### config.mk
export PLATFORM = sky130hd
export DESIGN_NAME = wildcard_substring_finder_top_flat
export DESIGN_NICKNAME = d
export VERILOG_FILES = /design/src/rtl/core/wsf_pkg.sv /design/src/rtl/core/wsf_if.sv /design/src/rtl/core/wsf_match_unit.sv /design/src/rtl/core/wsf_line_tracker.sv /design/src/rtl/core/wildcard_substring_finder_top.sv /design/src/flat_wrapper.sv
export SDC_FILE = /design/constraint.sdc
export NUM_CORES = 1
export LEC_CHECK = 0
export BUFFER_PORTS_ARGS = -buffer_cell sky130_fd_sc_hd__buf_2
export CAP_MARGIN = 20
export CORE_UTILIZATION = 60
export CTS_BUF_LIST = sky130_fd_sc_hd__clkbuf_4
export DETAILED_ROUTE_END_ITERATION = 12
export PLACE_DENSITY = 0.81
export SYNTH_ARGS = -nofsm -noshare
export SYNTH_HDL_FRONTEND = slang
export SYNTH_SLANG_ARGS = --single-unit
### constraint.sdc
create_clock -name clk -period 5.8 [get_ports clk]
set_clock_uncertainty 0.1 [all_clocks]
set_input_delay 0.58 -clock clk [delete_from_list [all_inputs] [get_ports clk]]
set_output_delay 0.58 -clock clk [all_outputs]
set_load 0.01 [all_outputs]
### src/rtl/core/wsf_pkg.sv
// ----------------------------------------------------------------------------
// Wildcard substring finder package
// Shared widths, register indexes, the match status type and helpers.
// ----------------------------------------------------------------------------
package wsf_pkg;

  localparam int PATTERN_MAX     = 16;
  localparam int POSITION_WIDTH  = 16;
  localparam int CHAR_WIDTH      = 8;
  localparam int START_WIDTH     = 16;
  localparam int LEN_WIDTH       = 5;
  localparam int CFG_WIDTH       = 64;
  localparam int CFG_INDEX_WIDTH = 2;
  localparam int IDX_WIDTH       = (PATTERN_MAX > 1) ? $clog2(PATTERN_MAX) : 1;
  localparam int PATTERN_BITS    = PATTERN_MAX * CHAR_WIDTH;

  localparam logic [CHAR_WIDTH-1:0] WILDCARD = 8'd63;

  localparam logic [CFG_INDEX_WIDTH-1:0] REG_PATTERN_LOW    = 2'd0;
  localparam logic [CFG_INDEX_WIDTH-1:0] REG_PATTERN_HIGH   = 2'd1;
  localparam logic [CFG_INDEX_WIDTH-1:0] REG_PATTERN_LENGTH = 2'd2;

  typedef struct packed {
    logic [PATTERN_MAX-1:0] partial_next;
    logic                   hit;
  } match_t;

  // A length of zero behaves as one, anything above the maximum as the maximum.
  function automatic logic [LEN_WIDTH-1:0] effective_length(
    input logic [LEN_WIDTH-1:0] raw
  );
    logic [LEN_WIDTH-1:0] len;
    len = raw;
    if (raw == '0) begin
      len = LEN_WIDTH'(1);
    end else if (raw > LEN_WIDTH'(PATTERN_MAX)) begin
      len = LEN_WIDTH'(PATTERN_MAX);
    end
    return len;
  endfunction

endpackage

### src/rtl/core/wsf_if.sv
// ----------------------------------------------------------------------------
// Wildcard substring finder channels
// Valid/ready channels for text characters and per-line results.
// ----------------------------------------------------------------------------
interface wsf_in_if;
  logic                            valid;
  logic                            ready;
  logic [wsf_pkg::CHAR_WIDTH-1:0]  character;
  logic                            end_of_line;

  modport source (output valid, output character, output end_of_line, input ready);
  modport sink   (input valid, input character, input end_of_line, output ready);
endinterface

interface wsf_out_if;
  logic                            valid;
  logic                            ready;
  logic                            found;
  logic [wsf_pkg::START_WIDTH-1:0] start_position;
  logic                            line_too_long;

  modport source (output valid, output found, output start_position,
                  output line_too_long, input ready);
  modport sink   (input valid, input found, input start_position,
                  input line_too_long, output ready);
endinterface

### src/rtl/core/wsf_match_unit.sv
// ----------------------------------------------------------------------------
// Shift-and match unit
// Compares one character against every pattern slot and advances the
// partial match vector by one position.
// ----------------------------------------------------------------------------
module wsf_match_unit (
  input  logic [wsf_pkg::CHAR_WIDTH-1:0]   character,
  input  logic [wsf_pkg::PATTERN_BITS-1:0] pattern,
  input  logic [wsf_pkg::LEN_WIDTH-1:0]    len,
  input  logic [wsf_pkg::PATTERN_MAX-1:0]  partial,
  output wsf_pkg::match_t                  status
);

  logic [wsf_pkg::PATTERN_MAX-1:0] char_mask;
  logic [wsf_pkg::PATTERN_MAX-1:0] shifted;
  logic [wsf_pkg::LEN_WIDTH-1:0]   last_slot;
  logic [wsf_pkg::CHAR_WIDTH-1:0]  slot_char [wsf_pkg::PATTERN_MAX];

  always_comb begin
    for (int k = 0; k < wsf_pkg::PATTERN_MAX; k++) begin
      slot_char[k] = pattern[k*wsf_pkg::CHAR_WIDTH +: wsf_pkg::CHAR_WIDTH];
      char_mask[k] = ((slot_char[k] == character) || (slot_char[k] == wsf_pkg::WILDCARD))
                     && (wsf_pkg::LEN_WIDTH'(k) < len);
    end
  end

  // Bit 0 always restarts; slots past the length are masked off above.
  if (wsf_pkg::PATTERN_MAX > 1) begin : g_shift
    assign shifted = {partial[wsf_pkg::PATTERN_MAX-2:0], 1'b1};
  end else begin : g_single
    assign shifted = 1'b1;
  end

  assign last_slot           = len - 1'b1;
  assign status.partial_next = shifted & char_mask;
  assign status.hit          = status.partial_next[last_slot[wsf_pkg::IDX_WIDTH-1:0]];

endmodule

### src/rtl/core/wsf_line_tracker.sv
// ----------------------------------------------------------------------------
// Line state and result register
// Holds per-line match state and position count, and registers one result
// at the end of each line.
// ----------------------------------------------------------------------------
module wsf_line_tracker (
  input  logic                             clk,
  input  logic                             rst,
  input  logic                             step,
  input  logic                             end_of_line,
  input  wsf_pkg::match_t                  status,
  input  logic [wsf_pkg::LEN_WIDTH-1:0]    len,
  output logic [wsf_pkg::PATTERN_MAX-1:0]  partial,
  output logic                             out_free,
  wsf_out_if.source                        result_out
);

  localparam logic [wsf_pkg::POSITION_WIDTH-1:0] COUNT_MAX = '1;

  logic [wsf_pkg::POSITION_WIDTH-1:0] char_count;
  logic                               match_seen;
  logic [wsf_pkg::START_WIDTH-1:0]    match_start;
  logic                               overflow_seen;

  logic                               overflow_now;
  logic                               new_match;
  logic [wsf_pkg::POSITION_WIDTH-1:0] char_count_next;
  logic                               match_seen_next;
  logic [wsf_pkg::START_WIDTH-1:0]    match_start_next;
  logic                               overflow_seen_next;

  always_comb begin
    overflow_now       = (char_count == COUNT_MAX);
    char_count_next    = overflow_now ? char_count : char_count + 1'b1;
    // Only the first match is kept; all matches have the same length, so it
    // is also the leftmost one.
    new_match          = !match_seen && !overflow_now && status.hit;
    match_seen_next    = match_seen || new_match;
    match_start_next   = new_match
                       ? wsf_pkg::START_WIDTH'(char_count_next
                           - wsf_pkg::POSITION_WIDTH'(len) + 1'b1)
                       : match_start;
    overflow_seen_next = overflow_seen || overflow_now;
  end

  assign out_free = !result_out.valid || result_out.ready;

  always_ff @(posedge clk) begin
    if (rst) begin
      partial       <= '0;
      char_count    <= '0;
      match_seen    <= 1'b0;
      match_start   <= '0;
      overflow_seen <= 1'b0;
    end else if (step) begin
      if (end_of_line) begin
        partial       <= '0;
        char_count    <= '0;
        match_seen    <= 1'b0;
        match_start   <= '0;
        overflow_seen <= 1'b0;
      end else begin
        partial       <= status.partial_next;
        char_count    <= char_count_next;
        match_seen    <= match_seen_next;
        match_start   <= match_start_next;
        overflow_seen <= overflow_seen_next;
      end
    end
  end

  always_ff @(posedge clk) begin
    if (rst) begin
      result_out.valid <= 1'b0;
    end else if (step && end_of_line) begin
      result_out.valid <= 1'b1;
    end else if (result_out.ready) begin
      result_out.valid <= 1'b0;
    end
  end

  always_ff @(posedge clk) begin
    if (step && end_of_line) begin
      result_out.found          <= match_seen_next;
      result_out.start_position <= match_seen_next ? match_start_next : '0;
      result_out.line_too_long  <= overflow_seen_next;
    end
  end

  a_line_cleared: assert property (@(posedge clk) disable iff (rst)
    step && end_of_line |=> char_count == '0 && !match_seen && partial == '0)
    else $error("line state not cleared after end of line");

  a_no_start_without_match: assert property (@(posedge clk) disable iff (rst)
    result_out.valid && !result_out.found |-> result_out.start_position == '0)
    else $error("start position set on a line without a match");

  a_start_nonzero: assert property (@(posedge clk) disable iff (rst)
    match_seen |-> match_start != '0)
    else $error("recorded match has a zero start position");

  a_result_slot_free: assert property (@(posedge clk) disable iff (rst)
    step && end_of_line |-> out_free)
    else $error("end of line taken while the result register is still full");

endmodule

### src/rtl/core/wildcard_substring_finder_top.sv
// ----------------------------------------------------------------------------
// Wildcard substring finder
// Finds the leftmost occurrence of a pattern with '?' wildcards in each text
// line and reports one result per line.
// ----------------------------------------------------------------------------
//  channel      dir  request contents
//  text_in      in   character, end_of_line (one character per request)
//  result_out   out  found, start_position, line_too_long (one per line)
//  cfg_*        in   pattern_low, pattern_high, pattern_length writes
//
// Each character passes an input register and the shift-and logic; one
// character per cycle is sustained unless an end of line stalls. A result is
// registered as its end of line leaves the input register; a stalled result
// only holds back the next end of line. Synchronous reset clears the line
// state and both valid flags and restores the pattern registers.
// ----------------------------------------------------------------------------
module wildcard_substring_finder_top (
  input  logic                                 clk,
  input  logic                                 rst,
  wsf_in_if.sink                               text_in,
  wsf_out_if.source                            result_out,
  input  logic                                 cfg_write,
  input  logic [wsf_pkg::CFG_INDEX_WIDTH-1:0]  cfg_index,
  input  logic [wsf_pkg::CFG_WIDTH-1:0]        cfg_data
);

  logic [wsf_pkg::CFG_WIDTH-1:0]   pattern_low;
  logic [wsf_pkg::CFG_WIDTH-1:0]   pattern_high;
  logic [wsf_pkg::LEN_WIDTH-1:0]   pattern_length;
  logic [wsf_pkg::LEN_WIDTH-1:0]   len;
  logic [wsf_pkg::PATTERN_BITS-1:0] pattern;

  logic                            stage_valid;
  logic [wsf_pkg::CHAR_WIDTH-1:0]  stage_char;
  logic                            stage_eol;
  logic                            step;
  logic                            out_free;
  logic [wsf_pkg::PATTERN_MAX-1:0] partial;
  wsf_pkg::match_t                 status;

  always_ff @(posedge clk) begin
    if (rst) begin
      pattern_low    <= '0;
      pattern_high   <= '0;
      pattern_length <= wsf_pkg::LEN_WIDTH'(1);
    end else if (cfg_write) begin
      unique case (cfg_index)
        wsf_pkg::REG_PATTERN_LOW:    pattern_low    <= cfg_data;
        wsf_pkg::REG_PATTERN_HIGH:   pattern_high   <= cfg_data;
        wsf_pkg::REG_PATTERN_LENGTH: pattern_length <= cfg_data[wsf_pkg::LEN_WIDTH-1:0];
        default: ;
      endcase
    end
  end

  assign len     = wsf_pkg::effective_length(pattern_length);
  assign pattern = wsf_pkg::PATTERN_BITS'({pattern_high, pattern_low});

  // Ordinary characters always move on; an end of line waits for the result slot.
  assign step          = stage_valid && (!stage_eol || out_free);
  assign text_in.ready = !stage_valid || step;

  always_ff @(posedge clk) begin
    if (rst) begin
      stage_valid <= 1'b0;
    end else if (text_in.ready) begin
      stage_valid <= text_in.valid;
    end
  end

  always_ff @(posedge clk) begin
    if (text_in.ready && text_in.valid) begin
      stage_char <= text_in.character;
      stage_eol  <= text_in.end_of_line;
    end
  end

  wsf_match_unit u_match (
    .character (stage_char),
    .pattern   (pattern),
    .len       (len),
    .partial   (partial),
    .status    (status)
  );

  wsf_line_tracker u_tracker (
    .clk         (clk),
    .rst         (rst),
    .step        (step),
    .end_of_line (stage_eol),
    .status      (status),
    .len         (len),
    .partial     (partial),
    .out_free    (out_free),
    .result_out  (result_out)
  );

endmodule

### src/flat_wrapper.sv
// flat-port wrapper written by rule: the top's interface ports become plain ports
module wildcard_substring_finder_top_flat 
  (clk, rst, cfg_write, cfg_index, cfg_data, text_in_valid, text_in_character, text_in_end_of_line, text_in_ready, result_out_valid, result_out_found, result_out_start_position, result_out_line_too_long, result_out_ready);
  wsf_in_if text_in_i ();
  wsf_out_if result_out_i ();
  input  logic clk;
  input  logic rst;
  input  logic cfg_write;
  input  logic [wsf_pkg::CFG_INDEX_WIDTH-1:0] cfg_index;
  input  logic [wsf_pkg::CFG_WIDTH-1:0] cfg_data;
  input wire logic [$bits(text_in_i.valid)-1:0] text_in_valid;
  input wire logic [$bits(text_in_i.character)-1:0] text_in_character;
  input wire logic [$bits(text_in_i.end_of_line)-1:0] text_in_end_of_line;
  output wire logic [$bits(text_in_i.ready)-1:0] text_in_ready;
  output wire logic [$bits(result_out_i.valid)-1:0] result_out_valid;
  output wire logic [$bits(result_out_i.found)-1:0] result_out_found;
  output wire logic [$bits(result_out_i.start_position)-1:0] result_out_start_position;
  output wire logic [$bits(result_out_i.line_too_long)-1:0] result_out_line_too_long;
  input wire logic [$bits(result_out_i.ready)-1:0] result_out_ready;
  assign text_in_i.valid = text_in_valid;
  assign text_in_i.character = text_in_character;
  assign text_in_i.end_of_line = text_in_end_of_line;
  assign text_in_ready = text_in_i.ready;
  assign result_out_valid = result_out_i.valid;
  assign result_out_found = result_out_i.found;
  assign result_out_start_position = result_out_i.start_position;
  assign result_out_line_too_long = result_out_i.line_too_long;
  assign result_out_i.ready = result_out_ready;
  wildcard_substring_finder_top u_core (.clk(clk), .rst(rst), .text_in(text_in_i), .result_out(result_out_i), .cfg_write(cfg_write), .cfg_index(cfg_index), .cfg_data(cfg_data));
endmodule
# ---- After elaboration in Yosys (flattened, before gate mapping)
# Cells that the tools add are included.
# Widths: inputs -> output; s select.
dict set report totals {
  wordCells 139
  out_inout_bits 20
  ff_bits 211
  in_bits 80
}
dict set report classes {
  order_cmp 18
  n_eq_ne 35
  reduce_logical 53
  bitwise 1
  addsub 4
  n_mux 13
}
# cell n
set op_table {}
lappend op_table {{$eq 8x6->1 const B} 16}
lappend op_table {{$eq 8x8->1} 16}
lappend op_table {{$mux 16} 4}
lappend op_table {{$lt 4x5->1 const A} 8}
lappend op_table {{$add 16x1->16 const B} 2}
lappend op_table {{$logic_and 1x1->1} 21}
lappend op_table {{$logic_or 1x1->1} 21}
lappend op_table {{$lt 3x5->1 const A} 4}
lappend op_table {{$and 16x16->16} 1}
lappend op_table {{$eq 16x16->1 const B} 1}
lappend op_table {{$sub 16x5->16} 1}
lappend op_table {{$mux 15} 1}
lappend op_table {{$lt 1x5->1 const A} 2}
lappend op_table {{$lt 2x5->1 const A} 2}
lappend op_table {{$mux 5} 2}
lappend op_table {{$reduce_and 2->1} 3}
lappend op_table {{$gt 5x5->1 const B} 1}
lappend op_table {{$logic_not 1->1} 5}
lappend op_table {{$logic_not 5->1} 1}
lappend op_table {{$lt 4x5->1 const B} 1}
lappend op_table {{$mux 1} 5}
lappend op_table {{$bmux 1 s4} 1}
lappend op_table {{$sub 4x1->4 const B} 1}
lappend op_table {{$eq 2x1->1 const B} 1}
lappend op_table {{3 further kinds} 3}

# ---- Longest topological paths before layout
dict set report depth {
  depth_word 11
  mapped_depth 18
  ltp_nobuf 18
}

# ---- Hierarchy
# A second synthesis with hierarchy kept.
dict set report unflattened {
  hier_cells 1266
  area_unflattened_um2 11912.7
}
# module seq_area_each_um2 n_inst area_each_um2 cells_each
set by_module_without_submodules {}
lappend by_module_without_submodules {wildcard_substring_finder_top 2952.8 1 5833.1 530}
lappend by_module_without_submodules {wsf_line_tracker 1561.5 1 3758.6 415}
lappend by_module_without_submodules {wsf_match_unit 0.0 1 2321.0 321}

# ---- Worst setup path after synthesis
# Ideal clock, no wire load.
dict set report synth_path {
  kind {flip-flop to flip-flop}
  start {register u_core.u_tracker.char_count[3] (netlist bit)}
  end {register u_core.u_tracker.result_out.start_position[15] (data pin)}
  path_buffers 0
  setup_ns 0.262
  t_arrival_ns 3.971
  period_less_slack_ns 4.333
  path_stages_with_launch 18
  path_slack_ns 1.467
  t_required_ns 5.438
  path_cell_list {dfxtp_1 -> and3_1 -> and3_1 -> nand2_1 -> nor3_1 -> nor2_1 -> xor2_1 -> ha_1 -> ha_1 -> nor2b_1 -> o31a_1 -> o21a_1 -> o31ai_1 -> a21oi_1 -> a21o_1 -> a21oi_1 -> xor2_1 -> o21ai_0}
}
dict set report synth_between {
  elab_chain_len 5
  word_cells_on_any_way 10
  classes_between {3 x add/sub; 1 x eq/ne; 2 x mux; 4 x reduce/logical}
}
# element line
set synth_lines {}
lappend synth_lines {{start, declared} wsf_line_tracker.sv:20} ;# logic [wsf_pkg::POSITION_WIDTH-1:0] char_count;
lappend synth_lines {{start signal, assigned} wsf_line_tracker.sv:64} ;# char_count <= char_count_next;
lappend synth_lines {{$add 16x1->16 or $eq 16x16->1 (tied branches)} {wsf_line_tracker.sv:34, wsf_line_tracker.sv:33}}
lappend synth_lines {{$mux 16 or $logic_not 1->1 (tied branches)} {wsf_line_tracker.sv:34, wsf_line_tracker.sv:37}}
lappend synth_lines {{$sub 16x5->16 or $logic_and 1x1->1 (tied branches)} {wsf_line_tracker.sv:41, wsf_line_tracker.sv:37}}
lappend synth_lines {{$add 16x1->16 or $logic_and 1x1->1 (tied branches)} {wsf_line_tracker.sv:41, wsf_line_tracker.sv:37}}
lappend synth_lines {{$mux 16 or $logic_or 1x1->1 (tied branches)} {wsf_line_tracker.sv:40, wsf_line_tracker.sv:38}}
lappend synth_lines {{end signal, assigned} wsf_line_tracker.sv:85} ;# result_out.start_position <= match_seen_next ? match_start_next : '0;
lappend synth_lines {{end, declared} wsf_if.sv:22} ;# modport source (output valid, output found, output start_position,
# Parallel ways exist; a longest one is shown, timed or not.
# A chain may end at the register's enable or synchronous reset.

# ---- Worst setup path after layout
dict set report layout_path {
  start {register u_core.u_tracker.char_count[5] (netlist bit)}
  end {register u_core.u_tracker.result_out.start_position[15] (data pin)}
}
# Same word-level chain as after synthesis.

==> flow_metrics.py <==
metrics = {
    "timing": {
        "setup_tns_ns": 0,
        "fin_crit_ns": 4.43,
        "rsz0062_at_grt": "no",
        "worst_pin_slew_ns": 0.998,
        "period_share_pct": 76.3,
        "finalHoldViolCount": 0,
        "setup_viol": 0,
        "drv_slew": 0,
        "slew_headroom_pct": 33.2,
        "fmax_mhz": 226,
    },
    "synthesis": {
        "synth_area_leaders": "dfxtp_1, nand2_1, a21oi_1",
        "synthesis.nets": 1410,
        "yosysTopAreaCellShare_pct": 34.7,
        "synth_seq_area_share_pct": 42.4,
        "synth_cell_types": 60,
        "async_reset_ff_share_pct": 0,
        "synth_area_um2": 10600,
        "synthFlopType": "dfxtp_1",
        "synth_largest_area_cell": "dfxtp_1",
        "synth_warnings": 0,
        "synthCells": 1309,
        "synth_edf_count": 27,
        "yosys_register_bits": 211,
        "synth_area_per_cell_um2": 8.11,
    },
    "global_routing": {
        "grt_util_all_layers_pct": 28.9,
        "antenna_found_initial": 1,
        "grt-ovfl-total": 0,
        "grt_pass1_vias": 9118,
        "grt_pass1_wl_um": 42600,
        "grt_start_max_net_pins": 86,
    },
    "place": {
        "numPortBuffers": 99,
        "gp_congestion": 0.885,
        "postPlaceCellArea_um2": 11200,
        "dp_hpwl_um": 17300,
    },
    "worst_setup_path": {
        "cp_data_arrival_time_ns": 4.72,
        "end_kind": "flop",
        "startpoint_type": "flop",
        "worstPathCellList": "and3_1 -> and3_1 -> nand2_1 -> nor3_1 -> buf_4 -> nor2_1 -> xor2_1 -> ha_1 -> ha_1 -> nor2b_1 -> o31a_1 -> o21a_1 -> o31ai_1 -> a21oi_1 -> a21o_1 -> a21oi_1 -> xor2_1 -> o21ai_0",
        "cp_slowest_cell": "nor2_1",
        "path_class": "reg -> reg",
        "critPathMaxFanout": 8,
        "critPathMaxStageDelay_ns": 0.45,
        "worstRegToRegCells": 18,
        "cp.required_ns": 6.09,
    },
    "die": {
        "die_w_um": 135,
        "ios": 100,
        "die_y_um": 135,
        "core_um2": 17300,
        "num_rows": 48,
        "die_area_um2": 18200,
        "initial_utilization_pct": 61.3,
    },
    "detailed_routing": {
        "vias": 9379,
        "firstDrtPassIters": 5,
        "drt_iter0_drc": 659,
        "ant_nets": 0,
        "via_per_inst": 5.61,
        "routedWlPerCell_um": 15.4,
        "drc": 0,
        "wl_um": 25800,
    },
    "final_layout": {
        "finalNetCount": 1510,
        "area_delta_synth_final_pct": 12.0,
        "final_common_cell": "nand2_1",
        "final_area_um2": 11900,
        "drive_gt1_share_pct": 15.2,
        "multi_input_area_um2": 5610,
        "regArea_um2": 4490,
        "fillers": 1427,
        "layout_common_cells": "nand2_1, dfxtp_1, a21oi_1",
    },
    "clock_network": {
        "clkSlewWorstSetupHoldPaths_ns": 0.07,
        "numCtsBuffers": 53,
        "clockBufferDepth": 3,
        "clkSinkCount": 211,
        "htreeDepth": 2,
        "clockRootBuffer": "clkbuf_4",
        "cts_tree": "built",
        "clkLatencyLatePin_ns": 0.69,
    },
    "min_path": {
        "hold_path_class": "in -> reg",
        "hold_depth": 3,
    },
    "run_status": {
        "status": "finished, final reports clean",
    },
    "run": {
        "max_cap_viol_count": 0,
    },
    "power_and_ir_drop": {
        "ir_worst_vdd_mv": 0.197,
        "p_leak_nw": 4.51,
        "power_density_nw_per_um2": 255,
    },
}
registers in the layout (all words and copies together) (netlist names), 5 cells and up:
| register | cells |
|---|---|
| u_core.pattern_high | 64 |
| u_core.pattern_length | 5 |
| u_core.pattern_low | 64 |
| u_core.stage_char | 8 |
| u_core.u_tracker.char_count | 16 |
| u_core.u_tracker.match_start | 16 |
| u_core.u_tracker.partial | 15 |
| u_core.u_tracker.result_out.start_position | 16 |
cells in the mapped netlist, drive strengths merged (2+ instances only):
cell type  count
a31oi          6
nand4         29
buf           25
nor4          33
a22oi         12
nand2b         6
or2            6
a311o          2
a21boi         2
nor2          66
nor3          10
a211oi         2
or3            4
clkbuf        57
o21a           4
a211o          3
nor2b          3
nor3b          4
nand2        319
dfxtp        184
and3           9
o21bai         2
or4            7
nand3         13
xor2          87
edfxtp        27
mux2           2
a21o           3
and2           5
mux2i          8
xnor2         66
inv           41
ha            20
a21oi        167
o31ai          2
o22ai         16
o21ai         40
per-layer routing:
metal / routed length (um) / global-route usage (%) / up-vias
li1: - / - / 4658
met2: 12100 / 47.6 / 313
met4: 609 / 12.1 / 0
met5: 0 / 0 / -
met1: 11400 / 36.9 / 4356
met3: 1730 / 5.82 / 52
power by group:
part	leakage [nW]	internal (W)	total, W	switching [W]
clock	0.374	0.000580	0.00116	0.000582
combinational	2.38	0.000122	0.000295	0.000173
sequential	1.76	0.00152	0.00158	0.0000580
stage by stage:
| stage | setup slack [ns] | cells | total power [W] | hold slack, ns | utilization [%] |
|---|---|---|---|---|---|
| 2_1_floorplan | 1.47 | 1309 | 0.00180 | 0.327 | - |
| 3_3_place_gp | 1.50 | 1569 | 0.00189 | 0.340 | 64.6 |
| 3_5_place_dp | 1.41 | 1569 | 0.00190 | 0.346 | 64.6 |
| 4_1_cts | 1.37 | 1667 | 0.00306 | 0.00196 | 68.6 |
| 5_1_grt | 1.00 | 1671 | 0.00317 | 0.0174 | 68.7 |
| 6_report | 1.37 | 1671 | 0.00304 | 0.0319 | 68.7 |
what timing repair did:
action                                  in CTS  in global routing
gates resized for setup                      0                  0
hold endpoints to repair                     7                  2
setup buffers                                0                  0
endpoints found under the setup margin       0                  0
hold buffers                                 7                  2
path summary, 6_finish.rpt:
| kind | start | to | slack [ns] |
|---|---|---|---|
| max | u_core.u_tracker.char_count[5] | u_core.u_tracker.result_out.start_position[15] | 1.37 |
| min | cfg_data[9] | u_core.pattern_low[9] | 0.03 |
| max reg2reg | u_core.u_tracker.char_count[5] | u_core.u_tracker.result_out.start_position[15] | 1.37 |
| min reg2reg | u_core.u_tracker.partial[3] | u_core.u_tracker.partial[3] | 0.36 |
kinds of logic after synthesis:
family	Yosys count	synth area share [%]
fa+ha+maj	21	2.55
mux	11	1.18
compound gates	271	14.9
xor+xnor	153	12.6
buf+inv	123	4.92
simple gates	519	21.5
flops	211	42.4
critical path: cells and delay by family, from the launching register on:
family / cells / cell delay (ns)
and+or+nand+nor: 6 / 1.18
xor gates and xnor gates: 2 / 0.39
buffers and inverters: 1 / 0.16
DFF: 1 / 0.36
adders and majority gates: 2 / 0.60
AOI/OAI and AO/OA: 7 / 1.37
final cells by class:
type | count | share of cell area [%]
Antenna cell | 1 | 0.0210
Clock buffer | 73 | 4.61
Clock inverter | 18 | 0.589
Inverter | 41 | 1.29
Multi-Input combinational cell | 975 | 47.2
Sequential cell | 211 | 37.8
Tap cell | 225 | 2.37
Timing Repair Buffer | 127 | 6.15
Power figures use the tool's default switching activity.
